$ cat config.mk
export PLATFORM = sky130hd
export DESIGN_NAME = stip_back
export DESIGN_NICKNAME = d
export VERILOG_FILES = /design/src/stip_pkg.sv /design/src/stip_back.sv
export SDC_FILE = /design/constraint.sdc
export NUM_CORES = 1
export LEC_CHECK = 0
export ABC_AREA = 1
export CAP_MARGIN = 20
export CORE_MARGIN = 2
export CORE_UTILIZATION = 40
export DETAILED_ROUTE_END_ITERATION = 16
export DONT_BUFFER_PORTS = 1
export PLACE_DENSITY_LB_ADDON = 0.08
export SYNTH_ARGS = -nofsm -noshare
export SYNTH_HDL_FRONTEND = slang
export SYNTH_SLANG_ARGS = --single-unit
$ cat constraint.sdc
create_clock -name clk -period 5.3 [get_ports clk]
set_input_delay 0.265 -clock clk [delete_from_list [all_inputs] [get_ports clk]]
set_output_delay 0.265 -clock clk [all_outputs]
set_load 0.02 [all_outputs]
$ cat src/stip_pkg.sv
package stip_pkg;

  localparam int DATA_W  = 32;
  localparam int INDEX_W = 10;
  localparam int COUNT_W = 11;
  localparam int CFG_IDX_W = 1;
  localparam int ADDR_WIDE_W = 17;

  localparam logic [DATA_W-1:0] SIGN_FLIP = 32'h8000_0000;

  typedef enum logic {
    OP_WRITE = 1'b0,
    OP_QUERY = 1'b1
  } op_t;

  typedef enum logic [CFG_IDX_W-1:0] {
    REG_ENTRY_COUNT   = 1'b0,
    REG_STOP_ON_MATCH = 1'b1
  } cfg_reg_t;

  typedef enum logic {
    ST_IDLE   = 1'b0,
    ST_SEARCH = 1'b1
  } state_t;

  // queued item, already classified; data is the order key (value ^ sign bit)
  typedef struct packed {
    op_t               op;
    logic              wr_ok;
    logic [INDEX_W-1:0] index;
    logic [DATA_W-1:0]  data;
  } item_t;

endpackage

$ cat src/stip_back.sv
module stip_back #(
  parameter int TABLE_DEPTH = 1024
) (
  input  logic                                clk,
  input  logic                                rst,
  input  logic [stip_pkg::COUNT_W-1:0]        entry_count,
  input  logic                                stop_on_match,
  input  logic                                head_valid,
  input  stip_pkg::item_t                     head,
  output logic                                pop,
  output logic                                ram_we,
  output logic [(TABLE_DEPTH > 1 ? $clog2(TABLE_DEPTH) : 1)-1:0] ram_waddr,
  output logic [stip_pkg::DATA_W-1:0]         ram_wdata,
  output logic [(TABLE_DEPTH > 1 ? $clog2(TABLE_DEPTH) : 1)-1:0] ram_raddr,
  input  logic [stip_pkg::DATA_W-1:0]         ram_rdata,
  output logic                                out_valid,
  input  logic                                out_stall,
  output logic [stip_pkg::COUNT_W-1:0]        insert_point
);
  import stip_pkg::*;

  localparam int AW = (TABLE_DEPTH > 1) ? $clog2(TABLE_DEPTH) : 1;

  state_t              state;
  state_t              state_next;
  logic [COUNT_W-1:0]  lo;
  logic [COUNT_W-1:0]  lo_next;
  logic [COUNT_W-1:0]  hi;
  logic [COUNT_W-1:0]  hi_next;
  logic [COUNT_W-1:0]  m;
  logic [COUNT_W-1:0]  m_next;
  logic [DATA_W-1:0]   key;
  logic [DATA_W-1:0]   key_next;
  logic [COUNT_W-1:0]  n_sat;
  logic [COUNT_W-1:0]  lo_c;
  logic [COUNT_W-1:0]  hi_c;
  logic [COUNT_W-1:0]  probe;
  logic [COUNT_W-1:0]  res_val;
  logic                res_load;
  logic                out_free;
  logic [ADDR_WIDE_W-1:0] probe_wide;
  logic [ADDR_WIDE_W-1:0] widx_wide;

  assign n_sat = (ADDR_WIDE_W'(entry_count) > ADDR_WIDE_W'(TABLE_DEPTH))
               ? COUNT_W'(TABLE_DEPTH) : entry_count;
  assign out_free = !out_valid || !out_stall;

  assign probe_wide = ADDR_WIDE_W'(probe);
  assign widx_wide  = ADDR_WIDE_W'(head.index);
  assign ram_raddr  = probe_wide[AW-1:0];
  assign ram_waddr  = widx_wide[AW-1:0];
  assign ram_wdata  = head.data;

  always_comb begin
    state_next = state;
    lo_next    = lo;
    hi_next    = hi;
    m_next     = m;
    key_next   = key;
    pop        = 1'b0;
    ram_we     = 1'b0;
    res_load   = 1'b0;
    res_val    = '0;
    lo_c       = lo;
    hi_c       = hi;
    probe      = m;
    unique case (state)
      ST_IDLE: begin
        if (head_valid) begin
          if (head.op == OP_WRITE) begin
            pop    = 1'b1;
            ram_we = head.wr_ok;
          end else if (out_free) begin
            pop      = 1'b1;
            key_next = head.data;
            if (n_sat == '0) begin
              res_load = 1'b1;
            end else begin
              lo_next    = '0;
              hi_next    = n_sat;
              m_next     = (n_sat - 1'b1) >> 1;
              probe      = m_next;
              state_next = ST_SEARCH;
            end
          end
        end
      end
      ST_SEARCH: begin
        if (ram_rdata < key) begin
          lo_c = m + 1'b1;
        end else begin
          hi_c = m;
        end
        if (ram_rdata == key && stop_on_match) begin
          res_load   = 1'b1;
          res_val    = m;
          state_next = ST_IDLE;
        end else if (lo_c < hi_c) begin
          lo_next = lo_c;
          hi_next = hi_c;
          m_next  = lo_c + ((hi_c - lo_c - 1'b1) >> 1);
          probe   = m_next;
        end else begin
          res_load   = 1'b1;
          res_val    = lo_c;
          state_next = ST_IDLE;
        end
      end
      default: begin
        state_next = ST_IDLE;
      end
    endcase
  end

  always_ff @(posedge clk) begin
    if (rst) begin
      state <= ST_IDLE;
    end else begin
      state <= state_next;
    end
  end

  always_ff @(posedge clk) begin
    lo  <= lo_next;
    hi  <= hi_next;
    m   <= m_next;
    key <= key_next;
  end

  always_ff @(posedge clk) begin
    if (rst) begin
      out_valid <= 1'b0;
    end else if (res_load) begin
      out_valid <= 1'b1;
    end else if (out_valid && !out_stall) begin
      out_valid <= 1'b0;
    end
  end

  always_ff @(posedge clk) begin
    if (res_load) begin
      insert_point <= res_val;
    end
  end

  a_probe_in_range: assert property (@(posedge clk) disable iff (rst)
    (state == ST_SEARCH) |-> (m >= lo && m < hi))
    else $error("probe outside search interval");

  a_out_empty_in_search: assert property (@(posedge clk) disable iff (rst)
    (state == ST_SEARCH) |-> !out_valid)
    else $error("result slot busy during search");

  a_no_write_in_search: assert property (@(posedge clk) disable iff (rst)
    (state == ST_SEARCH) |-> !ram_we && !pop)
    else $error("table write or pop during search");

  a_result_bound: assert property (@(posedge clk) disable iff (rst)
    res_load |-> (res_val <= n_sat))
    else $error("insertion point past covered count");

endmodule

==> flow_metrics.py, run 1 <==
metrics = {
    "run_status": {
        "status": "finished clean",
    },
    "die": {
        "die_h_um": 127.7,
        "rows": 45,
        "die_width_um": 127.7,
        "core_mm2": 0.01509,
        "ioPinCount": 158,
        "start_util_pct": 40.54,
        "dieArea_mm2": 0.01630,
    },
    "cells_and_area": {
        "fillers": 1528,
        "synthToLayoutAreaGrowth_pct": 12.19,
        "fin_nets": 897,
        "antenna_cells": 0,
        "fin_cells": 931,
        "drive_gt1_share_pct": 13.73,
        "utilization_pct": 45.48,
    },
    "drt": {
        "wirelength_um": 15230,
        "vias": 4744,
        "antenna_left": 0,
        "drt_pass1_iterations": 5,
        "via_per_inst": 5.096,
        "drc": 0,
        "detail_route.wl_per_cell_um": 16.36,
        "drt-initial-drc-count": 302,
    },
    "worst_setup_path": {
        "regToRegEndpoint": "lo[8]",
        "critical_path.startpoint_type": "flip-flop",
        "cp_max_fo": 5,
        "required_ns": 5.04,
        "rr_startpoint": "key[23]",
        "arrival_ns": 4.76,
        "reg2reg_depth": 24,
        "crit_type": "flip-flop to output pin",
        "end_kind": "output pin",
        "reg2reg_setup_slack_ns": 0.61,
    },
    "hold_path": {
        "min_path_cells": 3,
        "hold_class": "primary input to flip-flop",
        "holdPathEnd": "out_valid",
        "min_from": "rst",
    },
    "sta": {
        "slew_viol_final": 0,
        "slew-limit-headroom_pct": 64.72,
        "finalCriticalPeriod_ns": 5.028,
        "hold_viol": 0,
        "worst_slew_pin_slew_ns": 0.5237,
        "finalCritPeriodShare_pct": 94.88,
        "clock_skew_ns": 0.007954,
        "clock.fmax_mhz": 198.9,
        "setup_violations": 0,
    },
    "synth": {
        "synth_edf_count": 66,
        "ys_warn_count": 0,
        "synth_ff_type": "edfxtp_1",
        "syn-num-nets": 893,
        "syn-instance-count": 734,
        "synth_async_sr_flop_share_pct": 0,
        "ys_seq_elements": 78,
        "yosys.cell_types.count": 46,
        "ys_seq_area_share_pct": 36.33,
        "syn_avg_cell_area_um2": 8.334,
        "synth_area_mm2": 0.006117,
    },
    "grt": {
        "grt_pass1_wl_um": 23960,
        "grt_pass1_vias": 4531,
        "grt_overflow": 0,
        "grt_max_degree": 40,
        "antenna_found_initial": 0,
        "grt_util_all_layers_pct": 19.07,
    },
    "power_and_ir_drop": {
        "pwr-share-clk_pct": 16.4,
        "combPwrFrac_pct": 60.9,
        "ir_drop_uv": 273.6,
        "power_switching_mw": 1.768,
        "powerDensity_mw_per_mm2": 557.9,
        "seqPwrFrac_pct": 22.7,
        "power_leakage_nw": 3.129,
        "internal_power_mw": 2.061,
        "p_sw_share_pct": 46.17,
    },
    "clocking": {
        "cts_buffers": 9,
        "clk_path_buf_depth": 2,
        "cts_root_buffer": "clkbuf_16",
        "cts_sinks": 78,
        "path_clk_slew_ns": 0.06,
        "cts_tree": "yes",
        "clk_latency_ns": 0.35,
        "htreeDepth": 3,
    },
    "place": {
        "gp_congestion": 0.8555,
        "dp.cells": 870,
        "portBuffers": 0,
        "dp_hpwl_um": 12130,
    },
    "run": {
        "drv_cap": 0,
    },
}
[how the worst max path moves through the flow]
| stage | from | endpoint | slack, ns | cells past startpoint |
|---|---|---|---|---|
| 2_1_floorplan | key[19] | ram_raddr[9] | 0.82 | 32 |
| 5_1_grt | key[19] | ram_raddr[8] | -0.02 | 30 |
| 3_5_place_dp | key[21] | ram_raddr[9] | 0.11 | 28 |
| 4_1_cts | key[23] | ram_raddr[9] | 0.01 | 28 |
| 6_report | key[23] | ram_raddr[9] | 0.27 | 27 |
| 3_3_place_gp | key[21] | ram_raddr[9] | 0.23 | 28 |
[area by class of cell]
type | instances | area [um2] | share of cell area, %
clock buffer | 9 | 225.2 | 3.282
inverter | 124 | 469.2 | 6.837
clock inverter | 7 | 73.82 | 1.076
multi-input combinational | 466 | 3099 | 45.16
tap | 188 | 235.2 | 3.428
sequential | 78 | 2222 | 32.38
timing repair buffer | 59 | 538.0 | 7.840
[sequential cells by signal, indices dropped and copies added (netlist names)]
name and count:
out_valid 1, hi 11, lo 11, insert_point 11, m 11, key 32, state 1
[worst max-delay path, stage by stage (launching register included)]
cell and delay [ns]:
edfxtp_1 0.32, inv_1 0.04, ha_1 0.28, nand2_1 0.08
nor2_2 0.15, nand3_2 0.11, nor2_4 0.16, nand2_2 0.10
nand2_4 0.09, clkinvlp_4 0.13, buf_4 0.17, or2_2 0.28
o21ai_2 0.07, ha_1 0.30, buf_4 0.17, a211oi_2 0.19
o21ai_2 0.11, nand3_1 0.08, nand2_1 0.06, xor2_1 0.17
ha_1 0.33, nand2_1 0.09, nor3_2 0.14, nand3_1 0.09
o2111ai_1 0.11, xor2_1 0.24, nand3_1 0.16, nand3_4 0.17
[stage by stage]
step	hold slack (ns)	power, mW	setup WS, ns	cell area (um2)	TNS (ns)
finish	0.05875	3.829	0.2715	6863	0
global route	0.07650	4.142	-0.02482	6863	-0.03678
CTS	0.000008132	3.596	0.01124	6541	0
detailed placement	0.3402	2.893	0.1053	6013	0
global placement	0.3390	2.891	0.2307	6013	0
floorplan	0.3341	2.503	0.8222	6117	0
[what timing repair did]
item                                   CTS  global route
pin swaps                                2            17
hold buffers                            18            15
setup endpoints to repair                3             9
gates resized for setup                  7            38
endpoints found under the hold margin   18            15
buffers inserted                         3             9
[cells by family (layout without fill, tap and decap cells)]
kind of cell / Yosys count / count (layout) / synth area share, %
xor gates and xnor gates: 34 / 34 / 4.868
DFF: 78 / 78 / 36.33
buffers and inverters: 190 / 199 / 15.16
adders and majority gates: 67 / 67 / 13.95
and+or+nand+nor: 252 / 252 / 18.70
AOI/OAI and AO/OA: 113 / 113 / 11.00
[synthesized netlist by cell type, types with 3 or more instances]
cell type / n / area share (%)
ha_1: 65 / 13
nand3_2: 3 / 0.49
a22oi_1: 3 / 0.37
clkbuf_1: 5 / 0.31
a21oi_1: 33 / 2.7
nand2_2: 7 / 0.72
nand2_1: 122 / 7.5
nor2_2: 3 / 0.31
o22ai_1: 5 / 0.51
nor2_1: 40 / 2.5
o31ai_1: 10 / 1.2
buf_4: 53 / 6.5
dfxtp_1: 12 / 3.9
inv_1: 119 / 7.3
nor3_1: 10 / 0.82
buf_2: 6 / 0.49
o21ai_0: 40 / 3.3
o21ai_1: 4 / 0.33
xnor2_1: 9 / 1.3
nand3_1: 43 / 3.5
nand4_1: 10 / 1.0
edfxtp_1: 66 / 32
inv_2: 3 / 0.18
a21o_1: 3 / 0.37
xor2_1: 25 / 3.6
or2_2: 8 / 0.82
[placed cells by master (no fill, tap or decap), drive strengths merged, types with 8 or more instances in the layout]
master	count
o21ai	47
xnor2	9
nand4	10
edfxtp	66
buf	26
clkbuf	9
a21oi	35
xor2	25
or2	8
o31ai	10
dlygate4sd3	33
nor2	45
dfxtp	12
ha	65
nand3	47
inv	122
nor3	10
nand2	130
[power groups by stage]
stage | Clock (mW) | Combinational (mW) | Sequential [mW]
after global placement | 0 | 2.01 | 0.880
after global routing | 0.673 | 2.59 | 0.877
after floorplan | 0 | 1.65 | 0.848
final | 0.630 | 2.33 | 0.869
after CTS | 0.651 | 2.08 | 0.866
after detailed placement | 0 | 2.01 | 0.878
[per-layer routing]
layer,track usage [%],wire length [um],vias up
met5,0,0,-
met4,4.266,129,0
met3,5.384,1244,13
met2,30.45,6860,173
met1,25.83,6999,2169
li1,-,-,2389
No activity file was read; power rests on OpenSTA's default activity.
==> run 2, diff against run 1 <==
--- a/config.mk
+++ b/config.mk
@@ -11,2 +11,3 @@
 export CORE_UTILIZATION = 40
+export CTS_CLUSTER_DIAMETER = 60
 export DETAILED_ROUTE_END_ITERATION = 16
--- a/constraint.sdc
+++ b/constraint.sdc
@@ -3,2 +3,2 @@
 set_output_delay 0.265 -clock clk [all_outputs]
-set_load 0.02 [all_outputs]
+set_load 0.01 [all_outputs]
==> run 2 against run 1 <==
Net effect: flip-flop and latch count unchanged; register-to-register slack worse by 0.07 ns; sequential share of layout area rose by 1.1 points; critical endpoint is now ram_raddr[7]; largest power group unchanged.
==> flow_metrics.py, run 2 (synthesized netlist as in run 1, its figures left out) <==
metrics = {
    "run_status": {
        "status": "finished clean",
    },
    "place": {
        "dp_hpwl_um": 11930,
        "portBuffers": 0,
        "place_area_mm2": 0.005993,
        "gp_congestion": 0.8686,
    },
    "power_and_ir_drop": {
        "ir_drop_uv": 239.2,
        "powerDensity_mw_per_mm2": 572.1,
        "power_leakage_nw": 3.032,
        "total_power_mw": 3.796,
    },
    "drt": {
        "detail_route.wl_per_cell_um": 17.03,
        "wirelength_um": 15450,
        "drt_pass1_iterations": 4,
        "antenna_left": 0,
        "via_per_inst": 5.159,
        "drc": 0,
        "vias": 4679,
        "drt-initial-drc-count": 317,
    },
    "hold_path": {
        "min_from": "head[29]",
        "hold_class": "primary input to flip-flop",
    },
    "worst_setup_path": {
        "arrival_ns": 4.78,
        "critPathTopFamily": "compound AO/OA/AOI/OAI gates",
        "path_common_cell": "nor2_1",
        "crit_buf_inv": 2,
        "required_ns": 5.04,
        "rr_startpoint": "key[21]",
        "crit_path_start": "key[21]",
        "cp_slowest_cell": "o21ai_1",
        "cp_max_fo": 32,
        "max_stage_delay_ns": 0.42,
        "crit_type": "flip-flop to output pin",
        "critical_path.startpoint_type": "flip-flop",
        "end_kind": "output pin",
    },
    "cells_and_area": {
        "utilization_pct": 43.98,
        "max_flop_register": "key",
        "synthToLayoutAreaGrowth_pct": 8.488,
        "drive_gt1_share_pct": 14.33,
        "fillers": 1527,
        "final_cell_mix": "nand2_1 (121), inv_1 (118), edfxtp_1 (66)",
        "regArea_mm2": 0.002222,
        "final_common_cell": "nand2_1",
        "largest_reg_flops": 32,
        "multi_input_area_mm2": 0.003123,
        "fin_area_mm2": 0.006636,
        "antenna_cells": 0,
        "fin_nets": 874,
    },
    "sta": {
        "finalCritPeriodShare_pct": 95.11,
        "clock_skew_ns": 0.008478,
        "slew_viol_final": 0,
        "clock.fmax_mhz": 198.4,
        "finalCriticalPeriod_ns": 5.041,
        "hold_viol": 0,
        "setup_violations": 0,
        "worst_slew_pin_slew_ns": 0.5585,
        "slew-limit-headroom_pct": 62.38,
    },
    "die": {
        "die_width_um": 127.7,
        "start_util_pct": 40.54,
        "core_mm2": 0.01509,
        "rows": 45,
        "ioPinCount": 158,
        "dieArea_mm2": 0.01630,
        "die_h_um": 127.7,
    },
    "clocking": {
        "path_clk_slew_ns": 0.06,
        "cts_root_buffer": "clkbuf_16",
        "cts_sinks": 78,
        "cts_buffers": 9,
        "clk_latency_ns": 0.34,
        "clk_path_buf_depth": 2,
        "htreeDepth": 3,
        "cts_tree": "yes",
    },
    "grt": {
        "grt_pass1_wl_um": 23740,
        "grt_overflow": 0,
        "grt_max_degree": 40,
        "grt_pass1_vias": 4447,
        "grt_util_all_layers_pct": 18.70,
        "antenna_found_initial": 0,
    },
    "run": {
        "drv_cap": 0,
    },
}
==> run 2: cell count changes in the layout (fill, tap and decap cells not counted), moves of 2 or more <==
cell           before  now
ha_1               63   60
clkinvlp_4          3    1
dlygate4sd3_1      33    9
ha_4                1    4
clkbuf_1            0    2
==> run 2: final timing paths <==
path / endpoint / slack [ns] / cells past startpoint
worst max-delay path: ram_raddr[7] / 0.26 / 25
worst min-delay path: key[29] / 0.02 / 0
worst max register to register: m[10] / 0.54 / 24
worst min register to register: m[9] / 0.65 / 2
==> run 2: worst register-to-register path: stages, from the launching register on <==
cell,delay [ns]
edfxtp_1,0.35
inv_1,0.06
ha_1,0.24
a21oi_2,0.12
nor2_1,0.05
nor2_1,0.14
nand3_2,0.11
a21oi_4,0.18
nand2_2,0.11
buf_12,0.19
o21ai_1,0.42
fa_2,0.56
ha_1,0.26
fa_1,0.44
a31oi_2,0.22
o21ai_2,0.10
nand2_1,0.07
nand2_1,0.06
a21oi_2,0.19
buf_4,0.13
nor2_1,0.03
o21ai_0,0.17
nand2_1,0.10
xor2_1,0.15
nor2_1,0.05
==> run 2: layout make-up <==
type / count / area share [%]
clock buffers: 11 / 3.507
clock inverters: 4 / 0.7353
inverters: 124 / 7.070
multi-input cells: 466 / 47.06
flip-flops and latches: 78 / 33.48
well taps: 188 / 3.545
repair buffers: 36 / 4.600
==> run 2: timing repair <==
action,4_1_cts,5_1_grt
hold endpoints to repair,1,8
pin swaps,0,15
endpoints found under the setup margin,3,6
buffers inserted,0,14
resized for setup,7,42
hold buffers,1,8
==> run 2: per-layer routing <==
layer / global-route usage (%) / vias to the layer above / wire length (um)
met4: 3.814 / 0 / 111
met3: 4.800 / 10 / 1085
met1: 26.39 / 2164 / 7213
met2: 29.16 / 164 / 7035
li1: - / 2341 / -
met5: 0 / - / 0
==> run 2: power breakdown <==
group | switching [mW] | internal (mW) | leakage [nW] | total (mW)
logic | 1.38 | 0.944 | 2.18 | 2.32
clock network | 0.250 | 0.362 | 0.139 | 0.612
registers | 0.0843 | 0.778 | 0.717 | 0.862
total | 1.71 | 2.08 | 3.03 | 3.80
==> run 2: per-stage QoR <==
step	hold WS, ns	setup WS (ns)	instances	setup TNS [ns]
3_5_place_dp	0.3377	0.2594	869	0
5_1_grt	-0.0003466	-0.05262	907	-0.1009
2_1_floorplan	0.3341	0.8430	734	0
6_report	0.01631	0.2594	907	0
3_3_place_gp	0.3387	0.3489	869	0
4_1_cts	0.003201	-0.01449	885	-0.01449
